$ cat src/design/cbt_pkg.sv
// Shared types and constants for the counting barrier table.
// No dependencies; every other design file imports this package.
package cbt_pkg;

   // Default table geometry
   localparam int NUM_BARRIERS_DEF = 16;
   localparam int WAITERS_DEF      = 8;

   // Field widths
   localparam int CMD_W    = 2;
   localparam int ID_W     = 5;
   localparam int ARRIVE_W = 8;
   localparam int PROC_W   = 8;
   localparam int STATUS_W = 3;
   localparam int RBAR_W   = 4;
   localparam int COUNT_W  = 10;

   // Most negative count; the decrement stops here
   localparam logic [COUNT_W-1:0] COUNT_MIN = {1'b1, {(COUNT_W-1){1'b0}}};

   // Command codes
   localparam logic [CMD_W-1:0] CMD_CREATE  = 2'd0;
   localparam logic [CMD_W-1:0] CMD_REACH   = 2'd1;
   localparam logic [CMD_W-1:0] CMD_DESTROY = 2'd2;

   // Result status codes
   localparam logic [STATUS_W-1:0] STATUS_CREATED   = 3'd0;
   localparam logic [STATUS_W-1:0] STATUS_NONE_FREE = 3'd1;
   localparam logic [STATUS_W-1:0] STATUS_BAD_ID    = 3'd2;
   localparam logic [STATUS_W-1:0] STATUS_WAITS     = 3'd3;
   localparam logic [STATUS_W-1:0] STATUS_RELEASED  = 3'd4;
   localparam logic [STATUS_W-1:0] STATUS_FULL      = 3'd5;
   localparam logic [STATUS_W-1:0] STATUS_DESTROYED = 3'd6;

   // Sequencer states
   typedef enum logic [2:0] {
      ST_IDLE,
      ST_DECODE,
      ST_SCAN,
      ST_UPDATE,
      ST_REL_ISSUE,
      ST_REL_LOAD
   } state_type;

   // Memory port strobes from the sequencer to the store
   typedef struct packed {
      logic bar_rd;
      logic bar_wr;
      logic wait_rd;
      logic wait_wr;
   } store_ctrl_type;

endpackage

$ cat src/design/cbt_req_if.sv
// Command channel of the counting barrier table: valid/ready plus command fields.
// Depends on cbt_pkg for field widths.
interface cbt_req_if import cbt_pkg::*; ();
   logic                valid;
   logic                ready;
   logic [CMD_W-1:0]    cmd;
   logic [ID_W-1:0]     barrier_id;
   logic [ARRIVE_W-1:0] arrival_count;
   logic [PROC_W-1:0]   proc_id;

   modport source (output valid, cmd, barrier_id, arrival_count, proc_id, input ready);
   modport sink   (input valid, cmd, barrier_id, arrival_count, proc_id, output ready);
endinterface

$ cat src/design/cbt_rsp_if.sv
// Result channel of the counting barrier table: valid/ready plus result fields.
// Depends on cbt_pkg for field widths.
interface cbt_rsp_if import cbt_pkg::*; ();
   logic                valid;
   logic                ready;
   logic [STATUS_W-1:0] status;
   logic [RBAR_W-1:0]   result_barrier;
   logic                proc_valid;
   logic [PROC_W-1:0]   released_proc;
   logic                last;

   modport source (output valid, status, result_barrier, proc_valid, released_proc, last,
                   input ready);
   modport sink   (input valid, status, result_barrier, proc_valid, released_proc, last,
                   output ready);
endinterface

$ cat src/design/cbt_store.sv
// Barrier word memory (count and waiter fill) and waiter process memory.
// Depends on cbt_pkg; driven by the sequencer in counting_barrier_table_core.
module cbt_store
   import cbt_pkg::*;
#(
   parameter int NUM_BARRIERS        = NUM_BARRIERS_DEF,
   parameter int WAITERS_PER_BARRIER = WAITERS_DEF,
   localparam int BAR_W  = (NUM_BARRIERS > 1) ? $clog2(NUM_BARRIERS) : 1,
   localparam int FILL_W = $clog2(WAITERS_PER_BARRIER + 1),
   localparam int WA_W   = (NUM_BARRIERS * WAITERS_PER_BARRIER > 1) ?
                           $clog2(NUM_BARRIERS * WAITERS_PER_BARRIER) : 1
)(
   input  logic                clock,
   input  store_ctrl_type      ctrl,
   input  logic [BAR_W-1:0]    bar_addr,
   input  logic [COUNT_W-1:0]  bar_wcount,
   input  logic [FILL_W-1:0]   bar_wfill,
   output logic [COUNT_W-1:0]  bar_rcount,
   output logic [FILL_W-1:0]   bar_rfill,
   input  logic [WA_W-1:0]     wait_addr,
   input  logic [PROC_W-1:0]   wait_wdata,
   output logic [PROC_W-1:0]   wait_rdata
);

   localparam int WORD_W = COUNT_W + FILL_W;

   logic [WORD_W-1:0] bar_mem_ff    [NUM_BARRIERS];
   logic [WORD_W-1:0] bar_rd_ff;
   logic [PROC_W-1:0] waiter_mem_ff [NUM_BARRIERS * WAITERS_PER_BARRIER];
   logic [PROC_W-1:0] wait_rd_ff;

   // Barrier word port: one access per cycle, registered read
   always_ff @(posedge clock) begin
      if (ctrl.bar_wr) begin
         bar_mem_ff[bar_addr] <= {bar_wcount, bar_wfill};
      end
      if (ctrl.bar_rd) begin
         bar_rd_ff <= bar_mem_ff[bar_addr];
      end
   end

   // Waiter list port: one access per cycle, registered read
   always_ff @(posedge clock) begin
      if (ctrl.wait_wr) begin
         waiter_mem_ff[wait_addr] <= wait_wdata;
      end
      if (ctrl.wait_rd) begin
         wait_rd_ff <= waiter_mem_ff[wait_addr];
      end
   end

   assign bar_rcount = bar_rd_ff[WORD_W-1 -: COUNT_W];
   assign bar_rfill  = bar_rd_ff[FILL_W-1:0];
   assign wait_rdata = wait_rd_ff;

endmodule

$ cat src/design/counting_barrier_table_core.sv
// Counting barrier table: a small sequencer over the barrier and waiter memories.
// Depends on cbt_pkg, cbt_req_if, cbt_rsp_if and cbt_store.
//
// Usage: commands arrive on req_ch (create, reach, destroy) and results leave
// on rsp_ch, one or more per command; the final result of a command has last
// set. A transfer happens on a clock edge with valid and ready both high.
// The block takes one command at a time: req_ch.ready is high only while the
// sequencer is idle. The sequencer states from the command transfer to its first result:
//   create            DECODE, then SCAN from barrier 0 to the lowest free barrier
//                     (all NUM_BARRIERS barriers are scanned when none is free)
//   bad id            DECODE
//   reach that waits  DECODE, UPDATE, also when the waiter list is full
//   release, destroy  DECODE, UPDATE, REL_ISSUE, and REL_LOAD if there is a waiter,
//                     then REL_ISSUE and REL_LOAD for each further waiter
// The release walk reads one waiter at a time through the single read port of the
// waiter memory, with an issue state and a load state per waiter.
// Results pass through an output register, so the next command is accepted
// while the last result still waits. If rsp_ch.ready stays low the sequencer
// holds at its next result without losing state. Synchronous reset frees all
// barriers at once and drops any pending result; no clearing pass is needed.
module counting_barrier_table_core
   import cbt_pkg::*;
#(
   parameter int NUM_BARRIERS        = NUM_BARRIERS_DEF,
   parameter int WAITERS_PER_BARRIER = WAITERS_DEF
)(
   input  logic      clock,
   input  logic      reset,
   cbt_req_if.sink   req_ch,
   cbt_rsp_if.source rsp_ch
);

   localparam int BAR_W  = (NUM_BARRIERS > 1) ? $clog2(NUM_BARRIERS) : 1;
   localparam int SLOT_W = (WAITERS_PER_BARRIER > 1) ? $clog2(WAITERS_PER_BARRIER) : 1;
   localparam int FILL_W = $clog2(WAITERS_PER_BARRIER + 1);
   localparam int WA_W   = (NUM_BARRIERS * WAITERS_PER_BARRIER > 1) ?
                           $clog2(NUM_BARRIERS * WAITERS_PER_BARRIER) : 1;

   // Sequencer and command registers
   state_type           state_ff, state_in;
   logic [CMD_W-1:0]    cmd_ff;
   logic [ID_W-1:0]     id_ff;
   logic [ARRIVE_W-1:0] arrive_ff;
   logic [PROC_W-1:0]   proc_ff;
   logic [BAR_W-1:0]    scan_ff, scan_in;
   logic [SLOT_W-1:0]   slot_ff, slot_in;
   logic [FILL_W-1:0]   fill_ff, fill_in;
   logic [STATUS_W-1:0] rel_status_ff, rel_status_in;
   logic                live_ff [NUM_BARRIERS];
   logic                live_in [NUM_BARRIERS];

   // Output register
   logic                rsp_valid_ff, rsp_valid_in;
   logic [STATUS_W-1:0] rsp_status_ff, rsp_status_in;
   logic [RBAR_W-1:0]   rsp_bar_ff, rsp_bar_in;
   logic                rsp_pv_ff, rsp_pv_in;
   logic [PROC_W-1:0]   rsp_proc_ff, rsp_proc_in;
   logic                rsp_last_ff, rsp_last_in;

   // Store interface
   store_ctrl_type      st_ctrl;
   logic [BAR_W-1:0]    bar_addr;
   logic [COUNT_W-1:0]  bar_wcount;
   logic [FILL_W-1:0]   bar_wfill;
   logic [COUNT_W-1:0]  rd_count;
   logic [FILL_W-1:0]   rd_fill;
   logic [WA_W-1:0]     wait_addr;
   logic [PROC_W-1:0]   wait_rdata;
   logic [SLOT_W-1:0]   slot_sel;

   // Shared decode and count unit
   logic                req_accept;
   logic                out_free;
   logic                id_in_range;
   logic [BAR_W-1:0]    id_idx;
   logic                id_hit;
   logic                is_reach;
   logic                is_destroy;
   logic [COUNT_W-1:0]  cnt_new;
   logic                rel_now;
   logic                list_full;
   logic                scan_free;
   logic                scan_end;
   logic                last_waiter;

   assign req_accept = req_ch.valid && req_ch.ready;
   assign out_free   = !rsp_valid_ff || rsp_ch.ready;

   // Classify the held command against the table
   always_comb begin
      id_in_range = (int'(id_ff) < NUM_BARRIERS);
      id_idx      = BAR_W'(id_ff);
      id_hit      = id_in_range ? live_ff[id_idx] : 1'b0;
      is_reach    = (cmd_ff == CMD_REACH);
      is_destroy  = (cmd_ff == CMD_DESTROY);
      cnt_new     = (rd_count == COUNT_MIN) ? rd_count : rd_count - COUNT_W'(1);
      rel_now     = cnt_new[COUNT_W-1] || (cnt_new == '0);
      list_full   = (rd_fill == FILL_W'(WAITERS_PER_BARRIER));
      scan_free   = !live_ff[scan_ff];
      scan_end    = (scan_ff == BAR_W'(NUM_BARRIERS - 1));
      last_waiter = ((FILL_W'(slot_ff) + FILL_W'(1)) == fill_ff);
   end

   // Address the waiter list: append slot on reach, walk slot on release
   assign slot_sel  = (state_ff == ST_UPDATE) ? SLOT_W'(rd_fill) : slot_ff;
   assign wait_addr = WA_W'(int'(id_idx) * WAITERS_PER_BARRIER + int'(slot_sel));

   // Next state
   always_comb begin
      state_in = state_ff;
      case (state_ff)
         ST_IDLE: begin
            if (req_accept) begin
               state_in = ST_DECODE;
            end
         end
         ST_DECODE: begin
            case (cmd_ff)
               CMD_CREATE: state_in = ST_SCAN;
               CMD_REACH, CMD_DESTROY: begin
                  if (id_hit) begin
                     state_in = ST_UPDATE;
                  end else if (out_free) begin
                     state_in = ST_IDLE;
                  end
               end
               default: state_in = ST_IDLE;
            endcase
         end
         ST_SCAN: begin
            if ((scan_free || scan_end) && out_free) begin
               state_in = ST_IDLE;
            end
         end
         ST_UPDATE: begin
            if (is_destroy || rel_now) begin
               state_in = ST_REL_ISSUE;
            end else if (out_free) begin
               state_in = ST_IDLE;
            end
         end
         ST_REL_ISSUE: begin
            if (fill_ff != '0) begin
               state_in = ST_REL_LOAD;
            end else if (out_free) begin
               state_in = ST_IDLE;
            end
         end
         ST_REL_LOAD: begin
            if (out_free) begin
               state_in = last_waiter ? ST_IDLE : ST_REL_ISSUE;
            end
         end
         default: state_in = ST_IDLE;
      endcase
   end

   // Sequencer outputs: memory strobes, table updates and result loads
   always_comb begin
      req_ch.ready  = (state_ff == ST_IDLE);
      st_ctrl       = '0;
      bar_addr      = id_idx;
      bar_wcount    = rd_count;
      bar_wfill     = '0;
      scan_in       = scan_ff;
      slot_in       = slot_ff;
      fill_in       = fill_ff;
      rel_status_in = rel_status_ff;
      live_in       = live_ff;
      rsp_valid_in  = rsp_valid_ff && !rsp_ch.ready;
      rsp_status_in = rsp_status_ff;
      rsp_bar_in    = rsp_bar_ff;
      rsp_pv_in     = rsp_pv_ff;
      rsp_proc_in   = rsp_proc_ff;
      rsp_last_in   = rsp_last_ff;
      case (state_ff)
         ST_DECODE: begin
            scan_in        = '0;
            slot_in        = '0;
            st_ctrl.bar_rd = 1'b1;
            if ((is_reach || is_destroy) && !id_hit && out_free) begin
               rsp_valid_in  = 1'b1;
               rsp_status_in = STATUS_BAD_ID;
               rsp_bar_in    = id_ff[RBAR_W-1:0];
               rsp_pv_in     = 1'b0;
               rsp_proc_in   = '0;
               rsp_last_in   = 1'b1;
            end
         end
         ST_SCAN: begin
            bar_addr   = scan_ff;
            bar_wcount = COUNT_W'(arrive_ff);
            if (scan_free) begin
               if (out_free) begin
                  st_ctrl.bar_wr   = 1'b1;
                  live_in[scan_ff] = 1'b1;
                  rsp_valid_in     = 1'b1;
                  rsp_status_in    = STATUS_CREATED;
                  rsp_bar_in       = RBAR_W'(scan_ff);
                  rsp_pv_in        = 1'b0;
                  rsp_proc_in      = '0;
                  rsp_last_in      = 1'b1;
               end
            end else if (scan_end) begin
               if (out_free) begin
                  rsp_valid_in  = 1'b1;
                  rsp_status_in = STATUS_NONE_FREE;
                  rsp_bar_in    = '0;
                  rsp_pv_in     = 1'b0;
                  rsp_proc_in   = '0;
                  rsp_last_in   = 1'b1;
               end
            end else begin
               scan_in = scan_ff + BAR_W'(1);
            end
         end
         ST_UPDATE: begin
            bar_wcount = is_reach ? cnt_new : rd_count;
            fill_in    = rd_fill;
            if (is_destroy || rel_now) begin
               // Empty the list and walk the stored waiters
               st_ctrl.bar_wr = 1'b1;
               bar_wfill      = '0;
               rel_status_in  = is_destroy ? STATUS_DESTROYED : STATUS_RELEASED;
               if (is_destroy) begin
                  live_in[id_idx] = 1'b0;
               end
            end else if (out_free) begin
               st_ctrl.bar_wr = 1'b1;
               rsp_valid_in   = 1'b1;
               rsp_bar_in     = id_ff[RBAR_W-1:0];
               rsp_pv_in      = 1'b0;
               rsp_proc_in    = '0;
               rsp_last_in    = 1'b1;
               if (list_full) begin
                  bar_wfill     = rd_fill;
                  rsp_status_in = STATUS_FULL;
               end else begin
                  bar_wfill       = rd_fill + FILL_W'(1);
                  st_ctrl.wait_wr = 1'b1;
                  rsp_status_in   = STATUS_WAITS;
               end
            end
         end
         ST_REL_ISSUE: begin
            if (fill_ff != '0) begin
               st_ctrl.wait_rd = 1'b1;
            end else if (out_free) begin
               rsp_valid_in  = 1'b1;
               rsp_status_in = rel_status_ff;
               rsp_bar_in    = id_ff[RBAR_W-1:0];
               rsp_pv_in     = 1'b0;
               rsp_proc_in   = '0;
               rsp_last_in   = 1'b1;
            end
         end
         ST_REL_LOAD: begin
            if (out_free) begin
               rsp_valid_in  = 1'b1;
               rsp_status_in = rel_status_ff;
               rsp_bar_in    = id_ff[RBAR_W-1:0];
               rsp_pv_in     = 1'b1;
               rsp_proc_in   = wait_rdata;
               rsp_last_in   = last_waiter;
               if (!last_waiter) begin
                  slot_in = slot_ff + SLOT_W'(1);
               end
            end
         end
         default: begin
         end
      endcase
   end

   // Control state
   always_ff @(posedge clock) begin
      if (reset) begin
         state_ff     <= ST_IDLE;
         rsp_valid_ff <= 1'b0;
         for (int b = 0; b < NUM_BARRIERS; b++) begin
            live_ff[b] <= 1'b0;
         end
      end else begin
         state_ff     <= state_in;
         rsp_valid_ff <= rsp_valid_in;
         live_ff      <= live_in;
      end
   end

   // Payload and walk registers
   always_ff @(posedge clock) begin
      if (req_accept) begin
         cmd_ff    <= req_ch.cmd;
         id_ff     <= req_ch.barrier_id;
         arrive_ff <= req_ch.arrival_count;
         proc_ff   <= req_ch.proc_id;
      end
      scan_ff       <= scan_in;
      slot_ff       <= slot_in;
      fill_ff       <= fill_in;
      rel_status_ff <= rel_status_in;
      rsp_status_ff <= rsp_status_in;
      rsp_bar_ff    <= rsp_bar_in;
      rsp_pv_ff     <= rsp_pv_in;
      rsp_proc_ff   <= rsp_proc_in;
      rsp_last_ff   <= rsp_last_in;
   end

   cbt_store #(
      .NUM_BARRIERS        (NUM_BARRIERS),
      .WAITERS_PER_BARRIER (WAITERS_PER_BARRIER)
   ) u_store (
      .clock      (clock),
      .ctrl       (st_ctrl),
      .bar_addr   (bar_addr),
      .bar_wcount (bar_wcount),
      .bar_wfill  (bar_wfill),
      .bar_rcount (rd_count),
      .bar_rfill  (rd_fill),
      .wait_addr  (wait_addr),
      .wait_wdata (proc_ff),
      .wait_rdata (wait_rdata)
   );

   assign rsp_ch.valid          = rsp_valid_ff;
   assign rsp_ch.status         = rsp_status_ff;
   assign rsp_ch.result_barrier = rsp_bar_ff;
   assign rsp_ch.proc_valid     = rsp_pv_ff;
   assign rsp_ch.released_proc  = rsp_proc_ff;
   assign rsp_ch.last           = rsp_last_ff;

endmodule

$ cat src/flat_wrapper.sv
// flat-port wrapper written by rule: the top's interface ports become plain ports
module counting_barrier_table_core_flat import cbt_pkg::*;
#(
   parameter int NUM_BARRIERS        = NUM_BARRIERS_DEF,
   parameter int WAITERS_PER_BARRIER = WAITERS_DEF
)
  (clock, reset, req_ch_valid, req_ch_cmd, req_ch_barrier_id, req_ch_arrival_count, req_ch_proc_id, req_ch_ready, rsp_ch_valid, rsp_ch_status, rsp_ch_result_barrier, rsp_ch_proc_valid, rsp_ch_released_proc, rsp_ch_last, rsp_ch_ready);
  cbt_req_if req_ch_i ();
  cbt_rsp_if rsp_ch_i ();
  input  logic clock;
  input  logic reset;
  input wire logic [$bits(req_ch_i.valid)-1:0] req_ch_valid;
  input wire logic [$bits(req_ch_i.cmd)-1:0] req_ch_cmd;
  input wire logic [$bits(req_ch_i.barrier_id)-1:0] req_ch_barrier_id;
  input wire logic [$bits(req_ch_i.arrival_count)-1:0] req_ch_arrival_count;
  input wire logic [$bits(req_ch_i.proc_id)-1:0] req_ch_proc_id;
  output wire logic [$bits(req_ch_i.ready)-1:0] req_ch_ready;
  output wire logic [$bits(rsp_ch_i.valid)-1:0] rsp_ch_valid;
  output wire logic [$bits(rsp_ch_i.status)-1:0] rsp_ch_status;
  output wire logic [$bits(rsp_ch_i.result_barrier)-1:0] rsp_ch_result_barrier;
  output wire logic [$bits(rsp_ch_i.proc_valid)-1:0] rsp_ch_proc_valid;
  output wire logic [$bits(rsp_ch_i.released_proc)-1:0] rsp_ch_released_proc;
  output wire logic [$bits(rsp_ch_i.last)-1:0] rsp_ch_last;
  input wire logic [$bits(rsp_ch_i.ready)-1:0] rsp_ch_ready;
  assign req_ch_i.valid = req_ch_valid;
  assign req_ch_i.cmd = req_ch_cmd;
  assign req_ch_i.barrier_id = req_ch_barrier_id;
  assign req_ch_i.arrival_count = req_ch_arrival_count;
  assign req_ch_i.proc_id = req_ch_proc_id;
  assign req_ch_ready = req_ch_i.ready;
  assign rsp_ch_valid = rsp_ch_i.valid;
  assign rsp_ch_status = rsp_ch_i.status;
  assign rsp_ch_result_barrier = rsp_ch_i.result_barrier;
  assign rsp_ch_proc_valid = rsp_ch_i.proc_valid;
  assign rsp_ch_released_proc = rsp_ch_i.released_proc;
  assign rsp_ch_last = rsp_ch_i.last;
  assign rsp_ch_i.ready = rsp_ch_ready;
  counting_barrier_table_core #(.NUM_BARRIERS(NUM_BARRIERS), .WAITERS_PER_BARRIER(WAITERS_PER_BARRIER)) u_core (.clock(clock), .reset(reset), .req_ch(req_ch_i), .rsp_ch(rsp_ch_i));
endmodule
$ cat config.mk
export PLATFORM = sky130hd
export DESIGN_NAME = counting_barrier_table_core_flat
export DESIGN_NICKNAME = d
export VERILOG_FILES = /design/src/design/cbt_pkg.sv /design/src/design/cbt_req_if.sv /design/src/design/cbt_rsp_if.sv /design/src/design/cbt_store.sv /design/src/design/counting_barrier_table_core.sv /design/src/flat_wrapper.sv
export SDC_FILE = /design/constraint.sdc
export NUM_CORES = 1
export LEC_CHECK = 0
export BUFFER_PORTS_ARGS = -buffer_cell sky130_fd_sc_hd__buf_2
export CORE_MARGIN = 2
export CORE_UTILIZATION = 55
export DETAILED_ROUTE_END_ITERATION = 10
export MAX_ROUTING_LAYER = met4
export PLACE_DENSITY = 0.68
export SYNTH_ARGS = -nofsm -noshare
export SYNTH_HDL_FRONTEND = slang
export SYNTH_SLANG_ARGS = --single-unit
$ cat constraint.sdc
create_clock -name clock -period 6.2 [get_ports clock]
set_clock_uncertainty 0.15 [all_clocks]
set_input_delay 1.86 -clock clock [delete_from_list [all_inputs] [get_ports clock]]
set_output_delay 1.86 -clock clock [all_outputs]
set_load 0.005 [all_outputs]
==> metrics.md, run 1 <==
| Metric | Value |
|---|---|
| Synthesized cell area | 51,100 um2 |
| Post-synth top flop | edfxtp_1 |
| Worst setup EP type | flop |
| Reg2Reg Depth | 9 |
| R2r setup slk | 1230 ps |
| Vias | 30.8k |
| Latest clock arrival within the worst-skew pair | approximately 750 ps |
| TNS Setup | 0 ps |
| NetSw | 0.00411 W |
| Setup Buffers After CTS | 0 |
| CTS Buf Count | between 100 and 150 |
| Lkg Pwr | 17.6 nW |
| Slowest stage delay, CP | approximately 830 ps |
| Fin nets | 3,233 |
| Max cap viols | 0 |
| Outcome | complete, no violations |
| Worst r2r src | u_core.state_ff[0] |
| Die Wd | 309 um |
| CP Max Fanout | 60 |
| Slowest CP cell | nor4_2 |
| Global routing's busiest layer | met2 |
| Power Dens Cells | 327 nW/um2 |
| Async SR Flop Fraction | 0% |
| Final Hold Vio Count | 0 |
| Largest net degree at the start of global routing | 105 |
| CTS root buf | clkbuf_16 |
| Seq/Total Area, Yosys | between 70% and 80% |
| RSZ-0062 raised after global routing | false |
| Startpoint Class | flop |
| Required @ worst endpoint | 6540 ps |
| Post-synthesis cell type count | 67 |
| Syn Nets | approximately 3.2k |
| Fillers | 6,525 |
| Pre-CTS setup slack | 1370 ps |
| Worst-path clk slew | 60 ps |
| Met3 Use GR | 7.26% |
| Critical-path cell list | nand3b_4 -> inv_2 -> mux2_4 -> buf_4 -> a221oi_1 -> a31oi_1 -> nor4_2 -> o311a_1 -> nand3_1 |
| HPWL Detailed | roughly 84 mm |
| Grt met1 use | 41.1% |
| Syn Inst Count | 3,113 |
| Core region area | 91,900 um2 |
| H-tree levels | 4 |
| WP data arrival | 5310 ps |
| Post-DRT Antenna Nets | 0 |
| DR pass1 iterations | 6 |
| Pint | 0.0146 W |
| Post-cts repair resize count | 0 |
| Sw Ratio | 21.9% |
| Initial drt markers | approximately 4.8k |
| Worst-Margin Slew | 1290 ps |
| Most frequent cell after synthesis | edfxtp_1 |
| Tot Pwr | ~0.019 W |
| CTS sink cnt | 1,342 |
| Crit Path Class | flop to flop |
| Final Routed Wirelength | 141 mm |
| Clock share of power | 40.8% |
| M2 GR Usage | 45.4% |
| Tcrit/Tclk final | 80.2% |
| Yosys top cell area share | between 70% and 80% |
| Peak supply drop | between 200 and 300 uV |
| Worst setup margin | 1230 ps |
| Hold buffer count at CTS | 0 |
| Gr ovfl total | 0 |
| Combinational Power Share | between 5 and 6% |
| Synth Area per Inst | 16.4 um2 |
| RD Place Congestion | 0.920 |
| Initial antenna violation count | 4 |
| Worst r2r dst | u_core.u_store.wait_rdata[1] |
| Wire length per cell | 31.0 um |
| Minimum clock period | between 4000 and 5000 ps |
| Vias in the first global route | around 29k |
| Cell taking the most area after synthesis | edfxtp_1 |
| DRC | 0 |
| Initial Util | 55.6% |
| Die Area | ~95,000 um2 |
| Global-route total usage across every layer | 30.3% |
| Die height | 309 um |
| Most instantiated cells after synthesis | edfxtp_1 (1,322), a22oi_1 (257), nand2_1 (188) |
| CTS tree | built |
| Slew Limit Headroom | approximately an eighth |
| Synth warn | 0 |
| Final Slew Violations | 0 |
| Hold path cells | 2 |
| Max clock buf depth | 3 |
| Sequential group share of total power | a little over half |
| Share of layout cells above drive strength 1 | a little under an eighth |
| Top cells by area, synth | edfxtp_1 (78%), a22oi_1 (3.8%), a22o_1 (1.7%) |
| HP Class | flop to flop |
| Vias per cell | 6.79 |
| Count of input and output buffers | 45 |
| Fmax | 0.201 GHz |
| Seq cells post-synth | 1,342 |
| # setup viols final | 0 |
| First-pass GRT wire length | approximately 200 mm |
| Hold Crit Endpoint | u_core.live_ff[12] |
| Worst hold start | u_core.live_ff[12] |
| Number of enable flip-flop cells after synthesis | 1,322 |
| I/O pin count | 46 |
| Area growth from synthesis to layout | 12.1% |
| Num rows | 111 |
==> metal layers <==
metal	vias up	routed length, um
met2	2087	65100
met1	15460	53800
met3	325	16700
li1	12906	-
met4	0	5110
met5	-	0
==> placed cells by master, fill, tap and decap left out, types with 30 or more instances in the layout <==
cell,count
buf_4,98
buf_2,45
edfxtp_1,1322
a22o_1,102
clkbuf_16,137
a211oi_1,73
nand4_1,34
a31oi_1,100
nand2_1,187
clkbuf_1,30
o21ai_0,38
nand3_1,68
a221oi_1,100
a22oi_1,257
a21oi_1,90
and2_1,62
nor2_1,173
==> cells by family (layout without fill, tap and decap cells) <==
logic type	Yosys count	after routing	synth area share (%)
AOI/OAI and AO/OA	858	858	12.5
DFF	1342	1342	78.4
xor gates and xnor gates	13	13	0.223
buffers and inverters	226	404	1.78
adders and majority gates	14	14	0.343
and+or+nand+nor	635	635	5.94
muxes	25	25	0.820
other	0	1	0
==> power groups by stage <==
| stage | combinational [W] | sequential, W | clock [W] |
|---|---|---|---|
| after floorplan | 0.000487 | 0.0103 | 0 |
| after global placement | 0.000949 | 0.0103 | 0 |
| after detailed placement | 0.000966 | 0.0103 | 0 |
| after CTS | 0.000970 | 0.0101 | 0.00769 |
| after global routing | 0.00103 | 0.0101 | 0.00802 |
| final | 0.000989 | 0.0101 | 0.00764 |
==> worst max-delay path by stage <==
stage,endpoint,depth (start not counted),start
floorplan,u_core.u_store.bar_mem_ff[11][0],10,u_core.u_store.bar_rd_ff[4]
global placement,u_core.u_store.wait_rdata[1],9,u_core.state_ff[0]
detailed placement,u_core.u_store.wait_rdata[1],9,u_core.state_ff[0]
CTS,u_core.u_store.bar_mem_ff[4][12],11,u_core.u_store.bar_rd_ff[4]
global route,u_core.u_store.wait_rdata[1],9,u_core.state_ff[0]
finish,u_core.u_store.wait_rdata[1],9,u_core.state_ff[0]
==> worst max-delay path: cells and delay by family (launching register included) <==
kind            cells  cell delay (ps)
compound gates      3              950
simple gates        3             1280
buf+inv             2              820
flops               1              820
mux                 1              650
==> layout make-up <==
type	count	area (um2)	share of cell area, %
clock buffers	169	3570	6.22
clock inverters	65	528	0.921
well taps	1243	1560	2.71
flip-flops and latches	1342	40100	69.9
diodes	1	2.50	0.00437
repair buffers	153	1160	2.03
multi-input cells	1545	10300	18.1
inverters	17	63.8	0.111
==> registers in the layout, summed over array words and instances (netlist names), 4 cells and up <==
register and flops:
u_core.u_store.wait_rdata 8, u_core.fill_ff 4, u_core.rsp_ch.result_barrier 4, u_core.u_store.bar_mem_ff 224, u_core.u_store.waiter_mem_ff 1024, u_core.id_ff 5
u_core.rsp_ch.released_proc 8, u_core.scan_ff 4, u_core.proc_ff 8, u_core.u_store.bar_rd_ff 14, u_core.live_ff 16, u_core.arrive_ff 8
==> through the flow <==
| stage | utilization, % | cells | hold slack, ps | cell area, um2 |
|---|---|---|---|---|
| after floorplan | - | 3113 | 289 | 51100 |
| after detailed placement | 57.9 | 4300 | 333 | 53200 |
| after CTS | 62.3 | 4534 | 342 | 57300 |
| after global routing | 62.4 | 4535 | 374 | 57300 |
| final | 62.4 | 4535 | 344 | 57300 |
| after global placement | 57.9 | 4300 | 327 | 53200 |
No activity file was read; power rests on OpenSTA's default activity.
==> run 2: changes to the inputs <==
- clock period: 6.2 -> 5.2 ns (I/O delays scaled with it)
==> metrics.md, run 2 (synthesis gave the netlist of run 1 again) <==
| Metric | Value |
|---|---|
| Util after Layout | a little over three fifths |
| Die height | 309 um |
| Initial drt markers | around 4.8k |
| Slew Limit Headroom | under 10% |
| Outcome | complete, no violations |
| WP data arrival | 5400 ps |
| Fmax | approximately 0.20 GHz |
| Latest clock arrival within the worst-skew pair | ~800 ps |
| Global-route total usage across every layer | a little under a third |
| Crit path max-delay family | simple AND/OR/NAND/NOR gates |
| Vias in the first global route | slightly below 30k |
| Final Hold Vio Count | 0 |
| Num rows | roughly 110 |
| Peak supply drop | 329 uV |
| Largest net degree at the start of global routing | 97 |
| Required @ worst endpoint | ~5500 ps |
| Most common cell after layout, fill and taps aside | edfxtp_1 |
| Setup Buffers After CTS | 0 |
| Worst-Margin Slew | 1370 ps |
| HP Class | flop to flop |
| Startpoint Class | flop |
| Worst setup margin | 141 ps |
| Count of input and output buffers | between 40 and 50 |
| CTS tree | built |
| Lkg Pwr | between 15 and 20 nW |
| R2r setup slk | 140 ps |
| DR pass1 iterations | 9 |
| Worst setup EP type | flop |
| Fin nets | 3,250 |
| Core region area | 91,900 um2 |
| Post-DRT Antenna Nets | 0 |
| Die Wd | 309 um |
| Fillers | 6,480 |
| Initial Util | 55.6% |
| Worst r2r src | u_core.state_ff[0] |
| Worst-path clk slew | ~70 ps |
| Most frequent cells in the layout | edfxtp_1 (1,322), a22oi_1 (257), nand2_1 (188) |
| Gr ovfl total | 0 |
| DRC | 0 |
| H-tree levels | 4 |
| Reg2Reg Depth | 11 |
| Tot Pwr | 0.0225 W |
| Setup crit end | u_core.u_store.wait_rdata[6] |
| First-pass GRT wire length | 204 mm |
| Pre-CTS setup slack | between 500 and 600 ps |
| I/O pin count | 46 |
| Die Area | 95,400 um2 |
| Slowest stage delay, CP | 1150 ps |
| WHS | 344 ps |
| Hold buffer count at CTS | 0 |
| Vias | 31.1k |
| CP Max Fanout | 50 |
| Final Routed Wirelength | about 140 mm |
| Initial antenna violation count | 3 |
| Regs by FF count | u_core.u_store.waiter_mem_ff: 1024 flops, u_core.u_store.bar_mem_ff: 224 flops, u_core.live_ff: 16 flops |
| CTS Buf Count | 134 |
| Post-cts repair resize count | 0 |
| CTS root buf | clkbuf_16 |
| Final Slew Violations | 0 |
| HPWL Detailed | 85.3 mm |
| Share of layout cells above drive strength 1 | ~12% |
| Minimum clock period | roughly 5100 ps |
| Setup crit start | u_core.state_ff[0] |
| RSZ-0062 raised after global routing | false |
| Critical path depth | 11 |
| Vias per cell | 6.83 |
| Slowest CP cell | nor4_1 |
| WP buf/inv | 3 |
| Wire length per cell | roughly 31 um |
| Max clock buf depth | 3 |
| Power Dens Cells | 392 nW/um2 |
| Crit Path Class | flop to flop |
| Top reg by flops | u_core.u_store.waiter_mem_ff |
| Worst r2r dst | u_core.u_store.wait_rdata[6] |
| Max reg flops | 1,024 |
| Tcrit/Tclk final | between 90% and 100% |
| RD Place Congestion | between 0.9 and 1 |
| Critical-path cell list | buf_4 -> nand3b_4 -> inv_2 -> mux2_4 -> buf_12 -> a22o_1 -> a221oi_1 -> a31oi_1 -> nor4_1 -> and4_1 -> o21ai_0 |
| Max cap viols | 0 |
| Area growth from synthesis to layout | 12.5% |
| # setup viols final | 0 |
| TNS Setup | 0 ps |
| CTS sink cnt | between 1k and 1.5k |
| Hold path cells | 2 |
[run 2: cell count changes in the layout (fill, tap and decap cells not counted), sizes merged]
cell,delta
clkinv,-10
inv,+7
diode,+1
bufinv,+1
clkbuf,+9
buf,+16
clkinvlp,-2
[run 2: final cells by class]
class | instances | area, um2 | area share (%)
antenna | 2 | 5.00 | 0.00870
clock buffer | 178 | 3560 | 6.19
clock inverter | 61 | 604 | 1.05
inverter | 17 | 63.8 | 0.111
multi-input combinational | 1545 | 10300 | 18.0
sequential | 1342 | 40100 | 69.7
tap | 1243 | 1560 | 2.70
timing repair buffer | 169 | 1290 | 2.25
[run 2: per-layer routing]
layer  GRT usage, %  part of all wire, %
met2           45.9                   47
met1           41.6                   38
met5              -                    0
met4           8.83                  2.7
met3           7.71                   12
[run 2: worst reg2reg max path: stages, from the launching register on]
cell and delay (ps):
dfxtp_1 310, buf_4 260, nand3b_4 280, inv_2 460
mux2_4 630, buf_12 370, a22o_1 300, a221oi_1 260
a31oi_1 170, nor4_1 1150, and4_1 370, o21ai_0 90
[run 2: report_power, final]
group,total [W],internal [W],switching (W),leakage [nW]
Clock,0.00928,0.00521,0.00407,2.04
Combinational,0.00119,0.000316,0.000877,3.55
Sequential,0.0121,0.0120,0.0000756,12.2
[run 2: stage by stage]
step	instances	area (um2)
4_1_cts	4555	57500
6_report	4557	57500
3_3_place_gp	4316	53400
3_5_place_dp	4316	53400
5_1_grt	4557	57500
2_1_floorplan	3113	51100
[run 2: worst min path at each step]
stage | startpoint | end | slack [ps]
6_report | u_core.live_ff[14] | u_core.live_ff[14] | 340
5_1_grt | u_core.live_ff[8] | u_core.live_ff[8] | 360
4_1_cts | u_core.live_ff[14] | u_core.live_ff[14] | 340
3_5_place_dp | u_core.live_ff[14] | u_core.live_ff[14] | 330
3_3_place_gp | u_core.live_ff[5] | u_core.live_ff[5] | 320
2_1_floorplan | u_core.u_store.bar_rd_ff[2] | u_core.fill_ff[2] | 290
